<file path="src/assert_macros.svh">
// Assertion macros shared by the resampler RTL.
// Expects clk and arst_n in the scope of each use.
`ifndef ASSERT_MACROS_SVH
`define ASSERT_MACROS_SVH

// Same-cycle implication, disabled during reset.
`define LIR_ASSERT_IMPL(lbl, ante, cons, msg) \
	lbl: assert property (@(posedge clk) disable iff (!arst_n) (ante) |-> (cons)) \
		else $error(msg);

// Next-cycle implication, disabled during reset.
`define LIR_ASSERT_NEXT(lbl, ante, cons, msg) \
	lbl: assert property (@(posedge clk) disable iff (!arst_n) (ante) |=> (cons)) \
		else $error(msg);

`endif

</file>
<file path="src/lir_pkg.sv">
// Package for the linear interpolation stereo resampler: payload types,
// fixed widths, phase and gain constants. No dependencies.
`default_nettype none

package lir_pkg;

	// Field and phase widths fixed by the payload and register formats
	localparam int SAMPLE_BITS     = 24;
	localparam int PHASE_FRAC_BITS = 32;
	localparam int PHASE_BITS      = PHASE_FRAC_BITS + 3;
	localparam int FRAC_BITS       = 16;
	localparam int GAIN_BITS       = 7;
	localparam int GAIN_DIVISOR    = 100;

	// Gain product magnitude: |sample| <= 2^(SAMPLE_BITS-1), gain < 2^GAIN_BITS
	localparam int MAG_BITS   = SAMPLE_BITS - 1 + GAIN_BITS;
	// Reciprocal of the divisor scaled by 2^MAG_BITS; divisor >= 64 drops 6 bits
	localparam int RECIP_BITS = MAG_BITS - 6;
	localparam logic [RECIP_BITS-1:0] RECIP =
		RECIP_BITS'((64'd1 << MAG_BITS) / GAIN_DIVISOR);

	// Lane pipeline depth, from held inputs to registered result
	localparam int LANE_LAT = 5;

	localparam logic [PHASE_BITS-1:0] PHASE_ONE = PHASE_BITS'(1) << PHASE_FRAC_BITS;
	localparam logic [PHASE_BITS-1:0] PHASE_MAX = '1;
	localparam logic [PHASE_BITS-1:0] STEP_RESET = PHASE_ONE;
	localparam logic [GAIN_BITS-1:0]  GAIN_RESET = GAIN_BITS'(GAIN_DIVISOR);

	// Configuration register indexes
	localparam logic CFG_PHASE_STEP = 1'b0;
	localparam logic CFG_GAIN       = 1'b1;

	typedef struct packed {
		logic signed [SAMPLE_BITS-1:0] left_in;
		logic signed [SAMPLE_BITS-1:0] right_in;
	} lir_in_t;

	typedef struct packed {
		logic signed [SAMPLE_BITS-1:0] left_out;
		logic signed [SAMPLE_BITS-1:0] right_out;
		logic                          run_end;
	} lir_out_t;

	// Load request from the sequencer into the merge register
	typedef struct packed {
		logic load;
		logic run_end;
	} lir_merge_req_t;

	typedef enum logic {
		ST_IDLE,
		ST_WAIT
	} lir_state_t;

endpackage

`default_nettype wire

</file>
<file path="src/lir_lane.sv">
// One channel lane: linear interpolation between two frames, gain scaling,
// truncating divide by 100 and saturation. Depends on lir_pkg.
`default_nettype none

module lir_lane (
	input  logic                                  clk,
	input  logic signed [lir_pkg::SAMPLE_BITS-1:0] older,
	input  logic signed [lir_pkg::SAMPLE_BITS-1:0] newer,
	input  logic        [lir_pkg::FRAC_BITS-1:0]   frac,
	input  logic        [lir_pkg::GAIN_BITS-1:0]   gain,
	output logic signed [lir_pkg::SAMPLE_BITS-1:0] result
);
	import lir_pkg::*;

	localparam int PW = SAMPLE_BITS + FRAC_BITS + 2;
	localparam int QB = RECIP_BITS + 1;
	localparam logic [MAG_BITS-1:0] DIV_M = MAG_BITS'(GAIN_DIVISOR);
	localparam logic [QB-1:0] POS_MAX = QB'((64'd1 << (SAMPLE_BITS - 1)) - 64'd1);
	localparam logic [QB-1:0] NEG_MAG = QB'(64'd1 << (SAMPLE_BITS - 1));
	localparam logic signed [SAMPLE_BITS-1:0] S_MAX = {1'b0, {(SAMPLE_BITS-1){1'b1}}};
	localparam logic signed [SAMPLE_BITS-1:0] S_MIN = {1'b1, {(SAMPLE_BITS-1){1'b0}}};

	logic signed [SAMPLE_BITS:0]     diff;
	logic signed [FRAC_BITS:0]       frac_se;
	logic signed [PW-1:0]            prod_s1;
	logic signed [SAMPLE_BITS-1:0]   older_s1;
	logic signed [PW-1:0]            sum;
	logic signed [SAMPLE_BITS-1:0]   v_s2;
	logic        [SAMPLE_BITS-1:0]   mag;
	logic        [SAMPLE_BITS+GAIN_BITS-1:0] mprod;
	logic        [MAG_BITS-1:0]      m_s3;
	logic                            neg_s3;
	logic        [MAG_BITS+RECIP_BITS-1:0] rprod;
	logic        [RECIP_BITS-1:0]    q0_s4;
	logic        [MAG_BITS-1:0]      m_s4;
	logic                            neg_s4;
	logic        [MAG_BITS-1:0]      qm;
	logic        [MAG_BITS-1:0]      rem;
	logic        [QB-1:0]            q;
	logic        [QB-1:0]            q_neg;

	// Stage 1: difference times fraction
	assign diff    = $signed({newer[SAMPLE_BITS-1], newer}) -
	                 $signed({older[SAMPLE_BITS-1], older});
	assign frac_se = $signed({1'b0, frac});

	always_ff @(posedge clk) begin
		prod_s1  <= diff * frac_se;
		older_s1 <= older;
	end

	// Stage 2: floor shift and add back the older frame
	assign sum = $signed({{(PW-SAMPLE_BITS){older_s1[SAMPLE_BITS-1]}}, older_s1}) +
	             (prod_s1 >>> FRAC_BITS);

	always_ff @(posedge clk) begin
		v_s2 <= sum[SAMPLE_BITS-1:0];
	end

	// Stage 3: sign and magnitude, magnitude times gain
	assign mag   = v_s2[SAMPLE_BITS-1] ? SAMPLE_BITS'(-v_s2) : SAMPLE_BITS'(v_s2);
	assign mprod = {{GAIN_BITS{1'b0}}, mag} * {{SAMPLE_BITS{1'b0}}, gain};

	always_ff @(posedge clk) begin
		m_s3   <= mprod[MAG_BITS-1:0];
		neg_s3 <= v_s2[SAMPLE_BITS-1];
	end

	// Stage 4: quotient estimate by reciprocal, low by at most one
	assign rprod = {{RECIP_BITS{1'b0}}, m_s3} * {{MAG_BITS{1'b0}}, RECIP};

	always_ff @(posedge clk) begin
		q0_s4  <= rprod[MAG_BITS+RECIP_BITS-1:MAG_BITS];
		m_s4   <= m_s3;
		neg_s4 <= neg_s3;
	end

	// Stage 5: correct the estimate, restore sign, saturate
	assign qm    = {{(MAG_BITS-RECIP_BITS){1'b0}}, q0_s4} * DIV_M;
	assign rem   = m_s4 - qm;
	assign q     = {1'b0, q0_s4} + {{(QB-1){1'b0}}, (rem >= DIV_M)};
	assign q_neg = QB'(0) - q;

	always_ff @(posedge clk) begin
		if (neg_s4) begin
			result <= (q > NEG_MAG) ? S_MIN : q_neg[SAMPLE_BITS-1:0];
		end else begin
			result <= (q > POS_MAX) ? S_MAX : q[SAMPLE_BITS-1:0];
		end
	end

endmodule

`default_nettype wire

</file>
<file path="config.mk">
export PLATFORM = sky130hd
export DESIGN_NAME = lir_lane
export DESIGN_NICKNAME = d
export VERILOG_FILES = /design/src/assert_macros.svh /design/src/lir_pkg.sv /design/src/lir_lane.sv
export SDC_FILE = /design/constraint.sdc
export NUM_CORES = 2
export LEC_CHECK = 0
export BUFFER_PORTS_ARGS = -buffer_cell sky130_fd_sc_hd__buf_2
export CAP_MARGIN = 20
export CORE_ASPECT_RATIO = 0.9
export CORE_UTILIZATION = 38
export CTS_BUF_LIST = sky130_fd_sc_hd__clkbuf_4 sky130_fd_sc_hd__clkbuf_8 sky130_fd_sc_hd__clkbuf_16
export DETAILED_ROUTE_END_ITERATION = 8
export SLEW_MARGIN = 20
export SYNTH_ARGS = -nofsm -noshare
export SYNTH_HDL_FRONTEND = slang
export SYNTH_SLANG_ARGS = --single-unit
</file>
<file path="constraint.sdc">
create_clock -name clk -period 8.1 [get_ports clk]
set_input_delay 0.405 -clock clk [delete_from_list [all_inputs] [get_ports clk]]
set_output_delay 0.405 -clock clk [all_outputs]
set_load 0.005 [all_outputs]
</file>
After elaboration in Yosys (flattened, before gate mapping)
Index checks and enable logic that the tools add are counted.

Eq/ne operators: 0. Bitwise operators: 0. Reductions and logical operators: 0. Add/sub/neg operators: 6. Multiply operators: 4. Div/mod/pow operators: 0. Shift operators: 0. Order comparisons: 3. Multiplexer cells: 4.

Operator list (count): $mux 24 (4); $mul 30x23->53 const B (1); $mul 25x17->40 (1); $ge 30x7->1 const B (1); $mul 24x7->30 (1); $sub 30x30->30 (1); $mul 24x5->28 const B (1); $add 24x1->25 (1); $gt 25x23->1 const B (1); $gt 25x24->1 const B (1); $sub 24x24->25 (1); $add 24x24->24 (1); $neg 24->24 (1); $sub 1x24->24 const A (1).

Memories kept: 0. Bits in latches: 0. Flip-flop bits (word level): 198. Output and inout bits: 24. ROM bits: 0. Word-level logic and storage cells: 26. Input bits: 72. Bits in writable memories: 0.

Logic depth before layout (Yosys ltp)
Depth after elaboration: 7. Mapped depth: 44.

Least setup slack after synthesis
No wires, ideal clock.

Path kind: input port to flip-flop. From: input port newer[0] (netlist bit). To: register prod_s1[38]. Path buffers: 1. Data arrival time: 8.321 ns. Stages: 34. Setup time: 0.072 ns. Path slack: -0.293 ns. Cell sequence: inv_1 > ha_1 > inv_1 > fa_1 > a211oi_1 > o21bai_1 > a221oi_2 > a211oi_1 > o31ai_1 > o21bai_1 > xor2_1 > clkbuf_1 > nand2_1 > fa_1 > inv_1 > fa_1 > inv_1 > fa_1 > fa_1 > fa_1 > inv_1 > fa_1 > ha_1 > a21o_1 > a21o_1 > a21o_1 > a21oi_1 > nor2_1 > a221o_1 > a311o_1 > a211oi_2 > nor2b_1 > nor2_1 > xnor2_1.

Longest elaborated chain between the ends: 2.

RTL lines: from (decl) (RTL line lir_lane.sv:8) `input logic signed [lir_pkg::SAMPLE_BITS-1:0] newer,`; $sub 24x24->25 (RTL line lir_lane.sv:43) `assign diff = $signed({newer[SAMPLE_BITS-1], newer}) -`; $mul 25x17->40 (RTL line lir_lane.sv:48) `prod_s1 <= diff * frac_se;`; to (signal assigned) (RTL line lir_lane.sv:48); to (decl) (RTL line lir_lane.sv:25) `logic signed [PW-1:0] prod_s1;`.

No other way between the ends.

Worst setup path after layout
From: register q0_s4[3]. To: register result[11] (netlist bit).

Longest elaborated chain between the ends: 7. Elaborated cells between the ends (all ways): 10. Classes of those cells: 3 x add/sub; 1 x mul; 3 x order compare; 3 x mux.

RTL lines: from (decl) (RTL line lir_lane.sv:34) `logic [RECIP_BITS-1:0] q0_s4;`; from (signal assigned) (RTL line lir_lane.sv:73) `q0_s4 <= rprod[MAG_BITS+RECIP_BITS-1:MAG_BITS];`; $mul 24x5->28 (RTL line lir_lane.sv:79) `assign qm = {{(MAG_BITS-RECIP_BITS){1'b0}}, q0_s4} * DIV_M;`; $sub 30x30->30 (RTL line lir_lane.sv:80) `assign rem = m_s4 - qm;`; $ge 30x7->1 (RTL line lir_lane.sv:81) `assign q = {1'b0, q0_s4} + {{(QB-1){1'b0}}, (rem >= DIV_M)};`; $add 24x1->25 * (RTL line lir_lane.sv:81); $sub 1x24->24, or another cell as far along (RTL line lir_lane.sv:82) `assign q_neg = QB'(0) - q;`; $mux 24, on equally long branches (RTL line lir_lane.sv:86, lir_lane.sv:88); $mux 24 * (RTL line lir_lane.sv:85) `if (neg_s4) begin`; to (signal assigned) (RTL line lir_lane.sv:86) `result <= (q > NEG_MAG) ? S_MIN : q_neg[SAMPLE_BITS-1:0];`; to (signal assigned) (RTL line lir_lane.sv:88) `result <= (q > POS_MAX) ? S_MAX : q[SAMPLE_BITS-1:0];`; to (decl) (RTL line lir_lane.sv:11) `output logic signed [lir_pkg::SAMPLE_BITS-1:0] result`.

Every way passes the cells marked *; elsewhere a longest branch is shown, timed or not.

==> impl_metrics.json <==
{
  "fmax_mhz": 123,
  "r2r_end": "result[11]$_DFF_P_",
  "synth_cell_type_count": 92,
  "slew-limit-headroom_pct": 32.6,
  "violations": "setup timing",
  "ys_seq_area_share_pct": 8.93,
  "synth-async-reset-ratio_pct": 0,
  "grtUsageMet2_pct": 31.5,
  "rsz0062_at_grt": "true",
  "placed_area_mm2": 0.0451,
  "overflow": 0,
  "rrSetupSlack_ns": -0.04,
  "critical_path_class": "register to register",
  "numCtsBuffers": 17,
  "final_area_mm2": 0.0467,
  "crit_buf_inv": 3,
  "drt-total-wl_um": 98400,
  "layout-drive-gt1-share_pct": 14.6,
  "worstPathRequired_ns": 8.51,
  "fp.dieW_um": 346,
  "max_slew.worst_pin.slew_ns": 1.00,
  "min_from": "older[15]",
  "post-route-min-period_ns": 8.14,
  "syn-num-nets": 5738,
  "ys.flop_type": "dfxtp_1",
  "hold_depth": 1,
  "grt_max_degree": 44,
  "start_util_pct": 38.3,
  "pin_count": 96,
  "netlist_area_mm2": 0.0404,
  "cts_tree": "done",
  "dr_total_vias": 30000,
  "synth-warning-count": 0,
  "crit_path_start_kind": "register",
  "r2r_start": "q0_s4[3]$_DFF_P_",
  "dr.pass1.iters": 6,
  "met1_usage_pct": 26.5,
  "antenna_cells": 0,
  "synth_cells": 4298,
  "cp_slowest_cell": "fa_1",
  "clock_path_buffers": 2,
  "cp_common_cell": "ha_4",
  "ys_ff_latch": 180,
  "fin_skew_ns": 0.0201,
  "synth_edf_count": 0,
  "die-area_mm2": 0.108,
  "crit_path_end_kind": "register",
  "hold-path-endpoint": "older_s1[15]$_DFF_P_",
  "ant_nets": 0,
  "clk_pin_slew_worst_paths_ns": 0.09,
  "max_stage_delay_ns": 0.47,
  "dp_hpwl_um": 85000,
  "finalWorstSetupSlack_ns": -0.0370,
  "finalSetupTns_ns": -0.191,
  "worst_path_dominant_cell_family": "compound AO/OA/AOI/OAI gates",
  "cap_violations": 0,
  "cts_root_buf": "clkbuf_16",
  "use_met3_pct": 2.05,
  "synth_area_per_cell_um2": 9.39,
  "grt_pass1_wl_um": 162000,
  "cts.sinks": 180,
  "cp.arrival_ns": 8.54,
  "io_buffers": 95,
  "ctsHoldBuffers": 0,
  "grt_pass1_vias": 31300,
  "finalHoldViolCount": 0,
  "rows": 113,
  "r2r_cells": 38,
  "vias_per_cell": 4.91,
  "avgRoutedWirePerCell_um": 16.1,
  "area_growth_pct": 15.7,
  "fin_crit_sh_pct": 100,
  "grt-busiest-layer": "met2",
  "setup_viol": 11,
  "status": "finished, violations left",
  "clk_latency_ns": 0.49,
  "slew_viol_final": 0,
  "dp_slack_ns": -0.845,
  "final_net_count": 6152,
  "die_y_um": 311,
  "antenna_found_initial": 6,
  "critPathMaxFanout": 7,
  "core_mm2": 0.105,
  "drc": 0,
  "cts_max_level": 4,
  "drt_iter0_drc": 1511,
  "gp_congestion": 0.879,
  "hp-class": "input port to register",
  "gr-usage-all-layers_pct": 18.8,
  "finish.utilization_pct": 44.3,
  "num-fill-cells": 10200
}
==> final cells by class <==
| cell class | count | area (um^2) | share of cell area [%] |
|---|---|---|---|
| Clock buffer | 17 | 425 | 0.911 |
| Inverter | 938 | 3520 | 7.54 |
| Tap cell | 1380 | 1730 | 3.70 |
| Timing Repair Buffer | 487 | 3510 | 7.51 |
| Multi-Input combinational cell | 3088 | 33700 | 72.1 |
| Sequential cell | 180 | 3620 | 7.75 |
| Clock inverter | 15 | 224 | 0.479 |
==> synthesized netlist by cell type, types with 6 or more instances <==
cell type | n | area, um^2
nand4_1 | 17 | 106
or3_1 | 17 | 106
a22oi_1 | 12 | 90.1
dfxtp_1 | 180 | 3600
nor4_1 | 14 | 87.6
o21ai_0 | 85 | 425
a31o_2 | 6 | 52.6
xnor2_1 | 137 | 1200
nor3_1 | 38 | 190
nand2_1 | 491 | 1840
xor2_1 | 68 | 596
nor2_1 | 102 | 383
nand2b_1 | 25 | 156
a21o_1 | 52 | 390
and3_1 | 27 | 169
o21bai_1 | 18 | 135
a21boi_0 | 6 | 45.0
a31oi_1 | 7 | 43.8
o211ai_1 | 10 | 75.1
clkbuf_1 | 84 | 315
a211oi_1 | 18 | 135
fa_1 | 764 | 15300
ha_1 | 604 | 7560
o31a_1 | 7 | 61.3
nand3_1 | 34 | 170
nor2b_1 | 34 | 213
a2111oi_0 | 6 | 52.6
and2_1 | 196 | 1230
o21ai_1 | 28 | 140
mux2i_1 | 9 | 90.1
inv_1 | 937 | 3520
o31ai_1 | 12 | 90.1
a21oi_1 | 129 | 646
o21a_1 | 21 | 158
==> how the worst max path moves through the flow <==
stage / slack, ns / cells past startpoint / startpoint / endpoint
after detailed placement: -0.85 / 40 / q0_s4[2]$_DFF_P_ / result[21]$_DFF_P_
after global placement: -0.87 / 40 / q0_s4[2]$_DFF_P_ / result[7]$_DFF_P_
after global routing: -0.51 / 41 / q0_s4[3]$_DFF_P_ / result[11]$_DFF_P_
final: -0.04 / 38 / q0_s4[3]$_DFF_P_ / result[11]$_DFF_P_
after floorplan: -0.0006 / 34 / older[1] / prod_s1[38]$_DFF_P_
after CTS: -0.09 / 41 / q0_s4[3]$_DFF_P_ / result[15]$_DFF_P_
==> routing by layer <==
| metal | wire (um) | vias to the layer above | part of all wire, % |
|---|---|---|---|
| met4 | 1180 | 2 | 1.2 |
| met2 | 46800 | 580 | 48 |
| met5 | 13 | - | 0.013 |
| met1 | 46200 | 15100 | 47 |
| li1 | - | 14300 | - |
| met3 | 4260 | 77 | 4.3 |
==> cells by family after synthesis <==
group                      synth area share (%)
buffers and inverters                      9.65
adders and majority gates                  56.6
DFF                                        8.93
muxes                                     0.251
xor gates and xnor gates                   4.56
and+or+nand+nor                            12.2
AOI/OAI and AO/OA                          7.80
==> placed cells by master (no fill, tap or decap), types with 25 or more instances in the layout <==
master and count:
a21o_1 52, nor2_1 100, fa_1 759, nor2b_1 32, o21ai_0 77, xor2_1 67, and2_1 194, a21oi_1 116
buf_4 383, nand3_1 32, ha_1 575, inv_1 927, nand2_1 486, dfxtp_1 171, nand2b_1 25, buf_2 92
xnor2_1 129, nor3_1 32
==> through the flow <==
stage,cells,hold slack (ns)
floorplan,4298,0.310
detailed placement,6051,0.437
global placement,6051,0.438
CTS,6093,0.0324
finish,6105,0.0633
global route,6105,0.0262
==> registers in the layout, indices dropped and copies added, names as in the netlist <==
name and cells:
neg_s4 1, older_s1 24, q0_s4 24, neg_s3 1
result 24, prod_s1 24, m_s3 30, v_s2 24
m_s4 28
==> timing repair <==
action	4_1_cts	5_1_grt
setup endpoints to repair	24	35
gates cloned	2	0
resized for setup	87	90
endpoints found under the hold margin	0	0
buffers inserted	8	15
pin swaps	71	83
Power is left out: the tool's default activity adds up to more than one toggle a clock period on the data nets, which glitch-free logic cannot reach.
