--- config.mk ---
export PLATFORM = sky130hd
export DESIGN_NAME = lir_merge
export DESIGN_NICKNAME = d
export VERILOG_FILES = /design/src/assert_macros.svh /design/src/lir_pkg.sv /design/src/lir_merge.sv
export SDC_FILE = /design/constraint.sdc
export NUM_CORES = 1
export LEC_CHECK = 0
export BUFFER_PORTS_ARGS = -buffer_cell sky130_fd_sc_hd__buf_2
export CAP_MARGIN = 10
export CORE_ASPECT_RATIO = 1.4
export CORE_MARGIN = 4
export CORE_UTILIZATION = 29
export CTS_BUF_LIST = sky130_fd_sc_hd__clkbuf_16
export DETAILED_ROUTE_END_ITERATION = 10
export HOLD_SLACK_MARGIN = 0.1
export PLACE_DENSITY = 0.62
export SLEW_MARGIN = 40
export SYNTH_ARGS = -nofsm -noshare
export SYNTH_HDL_FRONTEND = slang
export SYNTH_SLANG_ARGS = --single-unit
--- constraint.sdc ---
create_clock -name clk -period 1.6 [get_ports clk]
set_input_delay 0.16 -clock clk [delete_from_list [all_inputs] [get_ports clk]]
set_output_delay 0.16 -clock clk [all_outputs]
set_load 0.02 [all_outputs]
--- src/assert_macros.svh ---
// Assertion macros shared by the resampler RTL.
// Expects clk and arst_n in the scope of each use.
`ifndef ASSERT_MACROS_SVH
`define ASSERT_MACROS_SVH

// Same-cycle implication, disabled during reset.
`define LIR_ASSERT_IMPL(lbl, ante, cons, msg) \
	lbl: assert property (@(posedge clk) disable iff (!arst_n) (ante) |-> (cons)) \
		else $error(msg);

// Next-cycle implication, disabled during reset.
`define LIR_ASSERT_NEXT(lbl, ante, cons, msg) \
	lbl: assert property (@(posedge clk) disable iff (!arst_n) (ante) |=> (cons)) \
		else $error(msg);

`endif

--- src/lir_pkg.sv ---
// Package for the linear interpolation stereo resampler: payload types,
// fixed widths, phase and gain constants. No dependencies.
`default_nettype none

package lir_pkg;

	// Field and phase widths fixed by the payload and register formats
	localparam int SAMPLE_BITS     = 24;
	localparam int PHASE_FRAC_BITS = 32;
	localparam int PHASE_BITS      = PHASE_FRAC_BITS + 3;
	localparam int FRAC_BITS       = 16;
	localparam int GAIN_BITS       = 7;
	localparam int GAIN_DIVISOR    = 100;

	// Gain product magnitude: |sample| <= 2^(SAMPLE_BITS-1), gain < 2^GAIN_BITS
	localparam int MAG_BITS   = SAMPLE_BITS - 1 + GAIN_BITS;
	// Reciprocal of the divisor scaled by 2^MAG_BITS; divisor >= 64 drops 6 bits
	localparam int RECIP_BITS = MAG_BITS - 6;
	localparam logic [RECIP_BITS-1:0] RECIP =
		RECIP_BITS'((64'd1 << MAG_BITS) / GAIN_DIVISOR);

	// Lane pipeline depth, from held inputs to registered result
	localparam int LANE_LAT = 5;

	localparam logic [PHASE_BITS-1:0] PHASE_ONE = PHASE_BITS'(1) << PHASE_FRAC_BITS;
	localparam logic [PHASE_BITS-1:0] PHASE_MAX = '1;
	localparam logic [PHASE_BITS-1:0] STEP_RESET = PHASE_ONE;
	localparam logic [GAIN_BITS-1:0]  GAIN_RESET = GAIN_BITS'(GAIN_DIVISOR);

	// Configuration register indexes
	localparam logic CFG_PHASE_STEP = 1'b0;
	localparam logic CFG_GAIN       = 1'b1;

	typedef struct packed {
		logic signed [SAMPLE_BITS-1:0] left_in;
		logic signed [SAMPLE_BITS-1:0] right_in;
	} lir_in_t;

	typedef struct packed {
		logic signed [SAMPLE_BITS-1:0] left_out;
		logic signed [SAMPLE_BITS-1:0] right_out;
		logic                          run_end;
	} lir_out_t;

	// Load request from the sequencer into the merge register
	typedef struct packed {
		logic load;
		logic run_end;
	} lir_merge_req_t;

	typedef enum logic {
		ST_IDLE,
		ST_WAIT
	} lir_state_t;

endpackage

`default_nettype wire

--- src/lir_merge.sv ---
// Merge stage: combines the left and right lane results with the run flag
// into one output frame register. Depends on lir_pkg.
`default_nettype none

module lir_merge (
	input  logic                                  clk,
	input  logic                                  arst_n,
	input  lir_pkg::lir_merge_req_t               req,
	input  logic signed [lir_pkg::SAMPLE_BITS-1:0] left,
	input  logic signed [lir_pkg::SAMPLE_BITS-1:0] right,
	output logic                                  free,
	output logic                                  out_valid,
	input  logic                                  out_stall,
	output lir_pkg::lir_out_t                     out_data
);
	import lir_pkg::*;

	// Register is free when empty or being taken this cycle
	assign free = !out_valid || !out_stall;

	// Hold the request until taken
	always_ff @(posedge clk or negedge arst_n) begin
		if (!arst_n) begin
			out_valid <= 1'b0;
		end else if (req.load) begin
			out_valid <= 1'b1;
		end else if (!out_stall) begin
			out_valid <= 1'b0;
		end
	end

	// Capture both lanes and the run flag as one frame
	always_ff @(posedge clk) begin
		if (req.load) begin
			out_data.left_out  <= left;
			out_data.right_out <= right;
			out_data.run_end   <= req.run_end;
		end
	end

endmodule

`default_nettype wire

### Word-level counts from Yosys, hierarchy flattened

Cells that the tools add are included.
W data, S select, Z words.

* add/subtract/negate cells: 0
* multipliers: 0
* divide/modulo/power cells: 0
* order comparisons: 0
* equal/unequal tests: 1
* shift operators: 0
* muxes and demuxes: 2
* bitwise operators: 0
* reduce and logical (&&, ||, !) cells: 3

Operator list (count)
* $logic_not A1 Y1: 2
* $mux W1: 2
* $ne A2 B2 Y1 const B: 1
* $logic_or A1 B1 Y1: 1

* register bits: 50
* bits in latches: 0
* bits in writable memories: 0
* memory bits (read-only): 0
* output and inout bits: 51
* memories: 0

### Longest topological paths before layout

Gate-level depths: netlist (run 1).

* word-level depth: 2
* mapped depth: 1
* depth with buffers taken out: 1

### Worst setup path after synthesis (run 1)

No wires, ideal clock.

* path type: register to output
* start point: reg out_valid
* end point: out free
* data arrival time: 0.635 ns
* data required time: 1.440 ns
* path slack: 0.805 ns
* cell stages (with the launch flop): 2
* path buffers: 0
* cells stage by stage: dfrtp_1 nand2_1

* cells in the longest elaborated chain, start to end: 2

Ends and longest elaborated chain
* start: declaration: line lir_merge.sv:12 `output logic out_valid,`
* start signal: assignment: line lir_merge.sv:24 `out_valid <= 1'b0;`
* start signal: assignment: line lir_merge.sv:26 `out_valid <= 1'b1;`
* start signal: assignment: line lir_merge.sv:28 `out_valid <= 1'b0;`
* $logic_not A1 Y1: line lir_merge.sv:19 `assign free = !out_valid || !out_stall;`
* $logic_or A1 B1 Y1: line lir_merge.sv:19
* end: declaration: line lir_merge.sv:11 `output logic free,`

Every way passes these cells.

### Worst setup path after layout (run 1)

* start point: in out_stall
* end point: out free

* cells in the longest elaborated chain, start to end: 2

Ends and longest elaborated chain
* start: declaration: line lir_merge.sv:13 `input logic out_stall,`
* $logic_not A1 Y1
* $logic_or A1 B1 Y1: line lir_merge.sv:19

Every way passes these cells.

==> flow_summary.json, run 1 <==
{
  "finalSetupTns_ps": 0,
  "design_area_um2": 2820,
  "syn-num-nets": 105,
  "gr-usage-all-layers": 0.124,
  "setup_slack_ps": 378,
  "synth_compound_area_frac": 0.00498,
  "post-route-period-util": 0.764,
  "fin_skew_ps": 0,
  "peakVddDrop_v": 0.000726,
  "wl_met3_um": 355,
  "maxSlewViolCount": 0,
  "syn2layout_area_growth_pct": 87.2,
  "cp_max_fo": 2,
  "cts_tree": "yes",
  "clock_latency_ps": 270,
  "nets": 267,
  "layout-drive-gt1-share": 0.516,
  "yosys_warnings": 0,
  "die_h_um": 93.3,
  "vias": 1103,
  "critPathKind": "in -> out",
  "highest_layer": "met4",
  "register_area_um2": 1500,
  "cts.path.max_buffers": 2,
  "routed_wl_mm": 3.89,
  "met1_length_mm": 1.31,
  "drt_iter0_markers": 43,
  "antenna_found_initial": 0,
  "routedWlPerCell_um": 13.9,
  "synth_top_family_by_area": "compound AO/OA/AOI/OAI gates",
  "routed_via_density": 3.95,
  "p_leak_nw": 1.22,
  "rsz0062_at_grt": "false",
  "grt_max_degree": 51,
  "cp.required_ps": 1440,
  "numCtsBuffers": 5,
  "cts.sinks": 50,
  "synthCells": 52,
  "cp-end-kind": "output port",
  "antenna_cells": 0,
  "synthAdderAreaFrac": 0,
  "numPortBuffers": 103,
  "holdBufCountCts": 51,
  "die_x_um": 68.9,
  "met2_length_mm": 2.13,
  "dr.pass1.iters": 3,
  "postRouteAntennaNets": 0,
  "yosysSeqAreaShare": 0.993,
  "timing.fmax_ghz": 0.818,
  "status": "completed",
  "min_period_ps": 1220,
  "h-tree-depth": 2,
  "rows": 30,
  "crit_path_start_kind": "primary input",
  "core_area_um2": 4950,
  "synthSimpleGateAreaFrac": 0.00249,
  "finalSetupViolCount": 0,
  "hold_ws_ps": 178,
  "worstMarginPinSlew_ps": 255,
  "ios": 104,
  "drc": 0,
  "dpl_worst_slack_ps": 740,
  "synth_cell_type_count": 4,
  "path_clk_slew_ps": 60,
  "hold_path.class": "in -> async",
  "multi_input_area_um2": 11.3,
  "relSlewSlack": 0.830,
  "overflow": 0,
  "fill_cells": 406,
  "die_area_um2": 6430,
  "fin_cells": 279,
  "power.total_mw": 3.29,
  "ys_ff_latch": 50,
  "postCtsSetupRepairBufs": 0,
  "numPlacedInstances": 220,
  "grt_pass1_vias": 1258,
  "syn_area_um2": 1510,
  "placed_cell_area_um2": 2120,
  "drv_cap": 0,
  "synth.avg_cell_area_um2": 29.0,
  "place_congestion": 0.684,
  "start_util": 0.304,
  "final_core_util": 0.570,
  "synth-xor-area-share": 0,
  "crit_arrival_ps": 1060,
  "grt_pass1_wl_mm": 5.73,
  "post_cts_resize_count": 0,
  "synth_mux_area_frac": 0,
  "hold_viol": 0,
  "powerDensity_nw_per_um2": 1170,
  "cts_root_buffer": "clkbuf_16"
}
[final cells by class]
| cell class | instances | area share |
|---|---|---|
| Clock inverter | 3 | 0.0226 |
| Tap cell | 64 | 0.0284 |
| Multi-Input combinational cell | 2 | 0.00399 |
| Clock buffer | 5 | 0.0443 |
| Timing Repair Buffer | 155 | 0.371 |
| Sequential cell | 50 | 0.530 |
[layout by cell type, fill, tap and decap left out]
cell,instances
a21o_1,1
edfxtp_1,49
buf_12,1
nand2_1,1
dfrtp_1,1
bufinv_16,2
dlygate4sd3_1,51
buf_2,103
clkbuf_16,5
clkinv_1,1
[routing by layer]
layer | vias to the layer above | track usage
li1 | 532 | -
met1 | 491 | 0.126
met2 | 72 | 0.221
met3 | 8 | 0.0373
met4 | 0 | 0.0585
met5 | - | 0
[critical path: stages]
cell and delay, ps:
dlygate4sd3_1 540, buf_2 130, nand2_1 70, buf_2 170
[cells in the mapped netlist (all sizes together)]
cell | number | area share
dfrtp | 1 | 0.017
nand2 | 1 | 0.0025
a21o | 1 | 0.0050
edfxtp | 49 | 0.98
[registers in the layout, summed over array words and instances (netlist names)]
register	cells
out_data	49
out_valid	1
[final timing paths]
path / start / end / slack, ps / cells past startpoint
max: out_stall / free / 380 / 4
min: arst_n / out_valid / 180 / 2
max reg2reg: out_valid / out_valid / 920 / 1
min reg2reg: out_valid / out_valid / 550 / 1
max in group asynchronous: arst_n / out_valid / 1340 / 2
min in group clk: req[1] / out_data[41] / 370 / 2
[cells by family (layout without fill, tap and decap cells)]
group | Yosys count | in the layout
compound gates | 1 | 1
buf+inv | 0 | 163
flops | 50 | 50
simple gates | 1 | 1
[power by group]
group          internal, mW  switching [mW]  leakage, nW
combinational         0.198           0.232        0.635
sequential             1.55          0.0259        0.490
clock                 0.888           0.398       0.0915
total                  2.64           0.656         1.22
Power figures use the tool's default switching activity.
==> inputs of run 2 (changes only) <==
PLACE_DENSITY = 0.64   (was 0.62)
clock period = 1.1 ns   (was 1.6 ns; I/O delays follow)
==> flow_summary.json, run 2 (synthesized netlist as in run 1, its figures left out) <==
{
  "start_util": 0.304,
  "clock_latency_ps": 270,
  "finalSetupViolCount": 0,
  "numCtsBuffers": 5,
  "h-tree-depth": 2,
  "crit_arrival_ps": 960,
  "numPortBuffers": 103,
  "grt_pass1_vias": 1273,
  "largest_reg_flops": 49,
  "crit_start": "out_stall",
  "placed_cell_area_um2": 2140,
  "top_register": "out_data",
  "antenna_cells": 0,
  "routed_via_density": 4.07,
  "power.total_mw": 4.58,
  "finalSetupTns_ps": 0,
  "overflow": 0,
  "dr.pass1.iters": 3,
  "grt_pass1_wl_mm": 5.66,
  "die_h_um": 93.3,
  "layout_common_cells": "102 x buf_2, 51 x dlygate4sd3_1, 49 x edfxtp_1, 5 x clkbuf_16",
  "hold_viol": 0,
  "critPathSlowestCell": "dlygate4sd3_1",
  "cp.required_ps": 990,
  "min_period_ps": 1070,
  "powerDensity_nw_per_um2": 1620,
  "nets": 268,
  "ios": 104,
  "routedWlPerCell_um": 13.7,
  "grt_max_degree": 28,
  "cts.sinks": 50,
  "gr-usage-all-layers": 0.122,
  "drv_cap": 0,
  "crit_path_end": "free",
  "path_cells": "dlygate4sd3_1 -> buf_2 -> nand2_1 -> buf_4",
  "top_regs": "out_data x49, out_valid x1",
  "r2r-start": "out_valid",
  "power_frac_comb": 0.138,
  "cts_root_buffer": "clkbuf_16",
  "rsz0062_at_grt": "false",
  "cp-end-kind": "output port",
  "relSlewSlack": 0.904,
  "r2r_setup_slack_ps": 430,
  "worstMarginPinSlew_ps": 145,
  "layout-drive-gt1-share": 0.523,
  "crit_path_start_kind": "primary input",
  "final_common_cell": "buf_2",
  "setup_slack_ps": 31.6,
  "syn2layout_area_growth_pct": 87.1,
  "core_area_um2": 4950,
  "p_seq_frac": 0.500,
  "r2r_end": "out_valid",
  "timing.fmax_ghz": 0.936,
  "peakVddDrop_v": 0.00138,
  "die_x_um": 68.9,
  "routed_wl_mm": 3.83,
  "cp_max_fo": 2,
  "clkPwrFrac": 0.362,
  "drt_iter0_markers": 31,
  "sw_frac_of_total": 0.211,
  "cts.path.max_buffers": 2,
  "antenna_found_initial": 0,
  "p_leak_nw": 1.22,
  "met2_length_mm": 2.36,
  "hold_path.class": "in -> async",
  "drc": 0,
  "final_core_util": 0.569,
  "status": "completed",
  "rows": 30,
  "p_int_mw": 3.62,
  "r2r_cells": 1,
  "met1_length_mm": 1.15,
  "critPathKind": "in -> out",
  "cp_slowest_stage_delay_ps": 530,
  "place_congestion": 0.727,
  "fin_skew_ps": 0,
  "postCtsSetupRepairBufs": 0,
  "highest_layer": "met4",
  "vias": 1139,
  "path_clk_slew_ps": 60,
  "wl_met3_um": 215,
  "post-route-period-util": 0.971,
  "switchingPower_mw": 0.968,
  "postRouteAntennaNets": 0,
  "die_area_um2": 6430,
  "maxSlewViolCount": 0,
  "design_area_um2": 2820,
  "cts_tree": "yes",
  "dpl_worst_slack_ps": 329
}
==> run 2: cell types whose count changed in the layout (fill, tap and decap cells not counted) <==
cell	previous run	this run
clkinv_2	0	2
bufinv_16	2	1
clkinv_1	1	0
buf_2	103	102
buf_4	0	1
buf_12	1	2
==> run 2: final cells by class <==
cell class	instances	area, µm²
Clock buffer	5	125
Multi-Input combinational cell	2	11.3
Clock inverter	3	40.0
Sequential cell	50	1500
Tap cell	64	80.1
Fill cell	398	2130
Timing Repair Buffer	156	1070
==> run 2: what timing repair did <==
item | in CTS | in global routing
hold buffers | 51 | 0
resized for setup | 0 | 1
endpoints found under the hold margin | 51 | 0
setup endpoints to repair | 0 | 1
==> run 2: how the worst min path moves through the flow <==
stage                endpoint  slack, ps  depth (start not counted)
floorplan           out_valid       -190                          0
global placement    out_valid       -110                          1
detailed placement  out_valid       -110                          1
CTS                 out_valid        120                          2
global route        out_valid        130                          2
finish              out_valid        130                          2
==> run 2: per-stage QoR <==
stage / hold slack, ps / cells
2_1_floorplan: -186 / 52
3_3_place_gp: -114 / 221
3_5_place_dp: -114 / 221
4_1_cts: 121 / 280
5_1_grt: 134 / 280
6_report: 130 / 280
==> run 2: power by group through the flow <==
stage	clock (mW)	sequential, mW	combinational [mW]
detailed placement	0	2.33	0.493
floorplan	0	2.54	0.00635
global route	1.79	2.30	0.674
finish	1.66	2.29	0.632
global placement	0	2.33	0.489
CTS	1.72	2.29	0.634
==> run 2: routing by layer <==
metal / up-vias / global-route usage
li1: 535 / -
met1: 543 / 0.105
met2: 53 / 0.239
met3: 8 / 0.0325
met4: 0 / 0.0585
met5: - / 0
==> run 2: worst max-delay path, delay by kind of cell <==
family | cells | cell delay (ps)
buf+inv | 3 | 790
simple gates | 1 | 60
==> inputs of run 3 (changes only) <==
BUFFER_PORTS_ARGS = unset   (was -buffer_cell sky130_fd_sc_hd__buf_2)
DONT_BUFFER_PORTS = 1   (was unset)
PLACE_DENSITY = 0.46   (was 0.64)
==> flow_summary.json, run 3 (synthesized netlist as in run 1, its figures left out) <==
{
  "die_h_um": 93.3,
  "crit_arrival_ps": 930,
  "cts.path.max_buffers": 2,
  "maxSlewViolCount": 0,
  "min_period_ps": 1040,
  "power.total_mw": 4.08,
  "cts.sinks": 50,
  "grt_pass1_wl_mm": 4.26,
  "holdBufCountCts": 51,
  "crit_buf_inv": 0,
  "status": "finished, violations left",
  "final_common_cell": "dlygate4sd3_1",
  "top_register": "out_data",
  "sw_frac_of_total": 0.211,
  "cp-end-kind": "output port",
  "routed_wl_mm": 3.13,
  "rows": 30,
  "finalSetupViolCount": 0,
  "postRouteAntennaNets": 0,
  "r2r-start": "out_valid",
  "clkPwrFrac": 0.344,
  "antenna_cells": 0,
  "path_cells": "nand2_1",
  "start_util": 0.304,
  "switchingPower_mw": 0.861,
  "drt_iter0_markers": 32,
  "layout-drive-gt1-share": 0.0631,
  "cp_slowest_stage_delay_ps": 460,
  "gr-usage-all-layers": 0.0983,
  "dr.pass1.iters": 3,
  "worstMarginPinSlew_ps": 259,
  "hold_ws_ps": -61.2,
  "hold_start": "req[1]",
  "largest_reg_flops": 49,
  "relSlewSlack": 0.828,
  "numCtsBuffers": 5,
  "fill_cells": 447,
  "power_frac_comb": 0.037,
  "place_congestion": 0.641,
  "critPathSlowestCell": "dfrtp_2",
  "rsz0062_at_grt": "false",
  "antenna_found_initial": 0,
  "p_seq_frac": 0.619,
  "cp.required_ps": 990,
  "drv_cap": 0,
  "routedWlPerCell_um": 17.9,
  "cts_tree": "yes",
  "fin_skew_ps": 0,
  "die_x_um": 68.9,
  "path_clk_slew_ps": 60,
  "core_area_um2": 4950,
  "cp_top_family": "flip-flops",
  "cp_max_fo": 3,
  "nets": 163,
  "clock_latency_ps": 280,
  "powerDensity_nw_per_um2": 1820,
  "drc": 0,
  "vias": 725,
  "crit_start": "out_valid",
  "grt_max_degree": 51,
  "p_leak_nw": 0.783,
  "crit_path_start_kind": "register",
  "grt_pass1_vias": 777,
  "timing.fmax_ghz": 0.962,
  "dpl_worst_slack_ps": 333,
  "finalSetupTns_ps": 0,
  "hold_path.class": "in -> reg",
  "peakVddDrop_v": 0.000801,
  "layout_common_cells": "51 x dlygate4sd3_1, 49 x edfxtp_1, 5 x clkbuf_16",
  "violations": "hold timing",
  "dp_hpwl_mm": 2.26,
  "setup_slack_ps": 60.4,
  "h-tree-depth": 2,
  "cts_root_buffer": "clkbuf_16",
  "placed_cell_area_um2": 1590,
  "p_int_mw": 3.22,
  "top_regs": "out_data x49, out_valid x1",
  "syn2layout_area_growth_pct": 48.4,
  "post-route-period-util": 0.945,
  "numPortBuffers": 0,
  "hold_viol": 50,
  "postCtsSetupRepairBufs": 0,
  "overflow": 0,
  "design_area_um2": 2240,
  "ios": 104,
  "die_area_um2": 6430,
  "routed_via_density": 4.14,
  "critPathKind": "reg -> out"
}
-- run 3: changes by cell type in the layout (fill, tap and decap cells not counted), sizes merged --
cell,change
inv,+1
buf,-105
bufinv,-1
-- run 3: worst paths after layout --
check	end	slack (ps)	depth (start not counted)
hold / removal	out_valid	-60	1
max in group asynchronous	out_valid	420	2
hold reg to reg	out_valid	600	1
setup reg to reg	out_valid	360	1
min in group asynchronous	out_valid	570	2
setup / recovery	free	60	1
-- run 3: timing repair --
| item | 4_1_cts | 5_1_grt |
|---|---|---|
| resized for setup | 0 | 1 |
| setup endpoints to repair | 0 | 1 |
| hold endpoints to repair | 100 | 50 |
-- run 3: final cells by class --
| class | count | area, µm² | share of cell area |
|---|---|---|---|
| flip-flops and latches | 50 | 1500 | 0.669 |
| repair buffers | 51 | 510 | 0.228 |
| clock buffers | 5 | 125 | 0.0559 |
| well taps | 64 | 80.1 | 0.0358 |
| clock inverters | 3 | 12.5 | 0.00559 |
| multi-input cells | 2 | 11.3 | 0.00503 |
-- run 3: power groups by stage --
stage	clock, mW	combinational (mW)	sequential (mW)
3_5_place_dp	0	0.00676	2.57
2_1_floorplan	0	0.00635	2.54
3_3_place_gp	0	0.00677	2.57
6_report	1.40	0.151	2.52
4_1_cts	1.46	0.154	2.53
5_1_grt	1.53	0.163	2.54
-- run 3: routing by layer --
metal | vias to the layer above | GRT usage | part of all wire
li1 | 323 | - | -
met1 | 351 | 0.0886 | 0.28
met2 | 45 | 0.174 | 0.62
met3 | 6 | 0.0481 | 0.083
met4 | 0 | 0.0488 | 0.019
met5 | - | 0 | 0
-- run 3: metrics by stage --
| step | hold WS, ps | util | instances |
|---|---|---|---|
| floorplan | -186 | - | 52 |
| global placement | -186 | 0.320 | 116 |
| detailed placement | -186 | 0.320 | 116 |
| CTS | -80.8 | 0.451 | 175 |
| global route | -72.9 | 0.452 | 175 |
| finish | -61.2 | 0.452 | 175 |
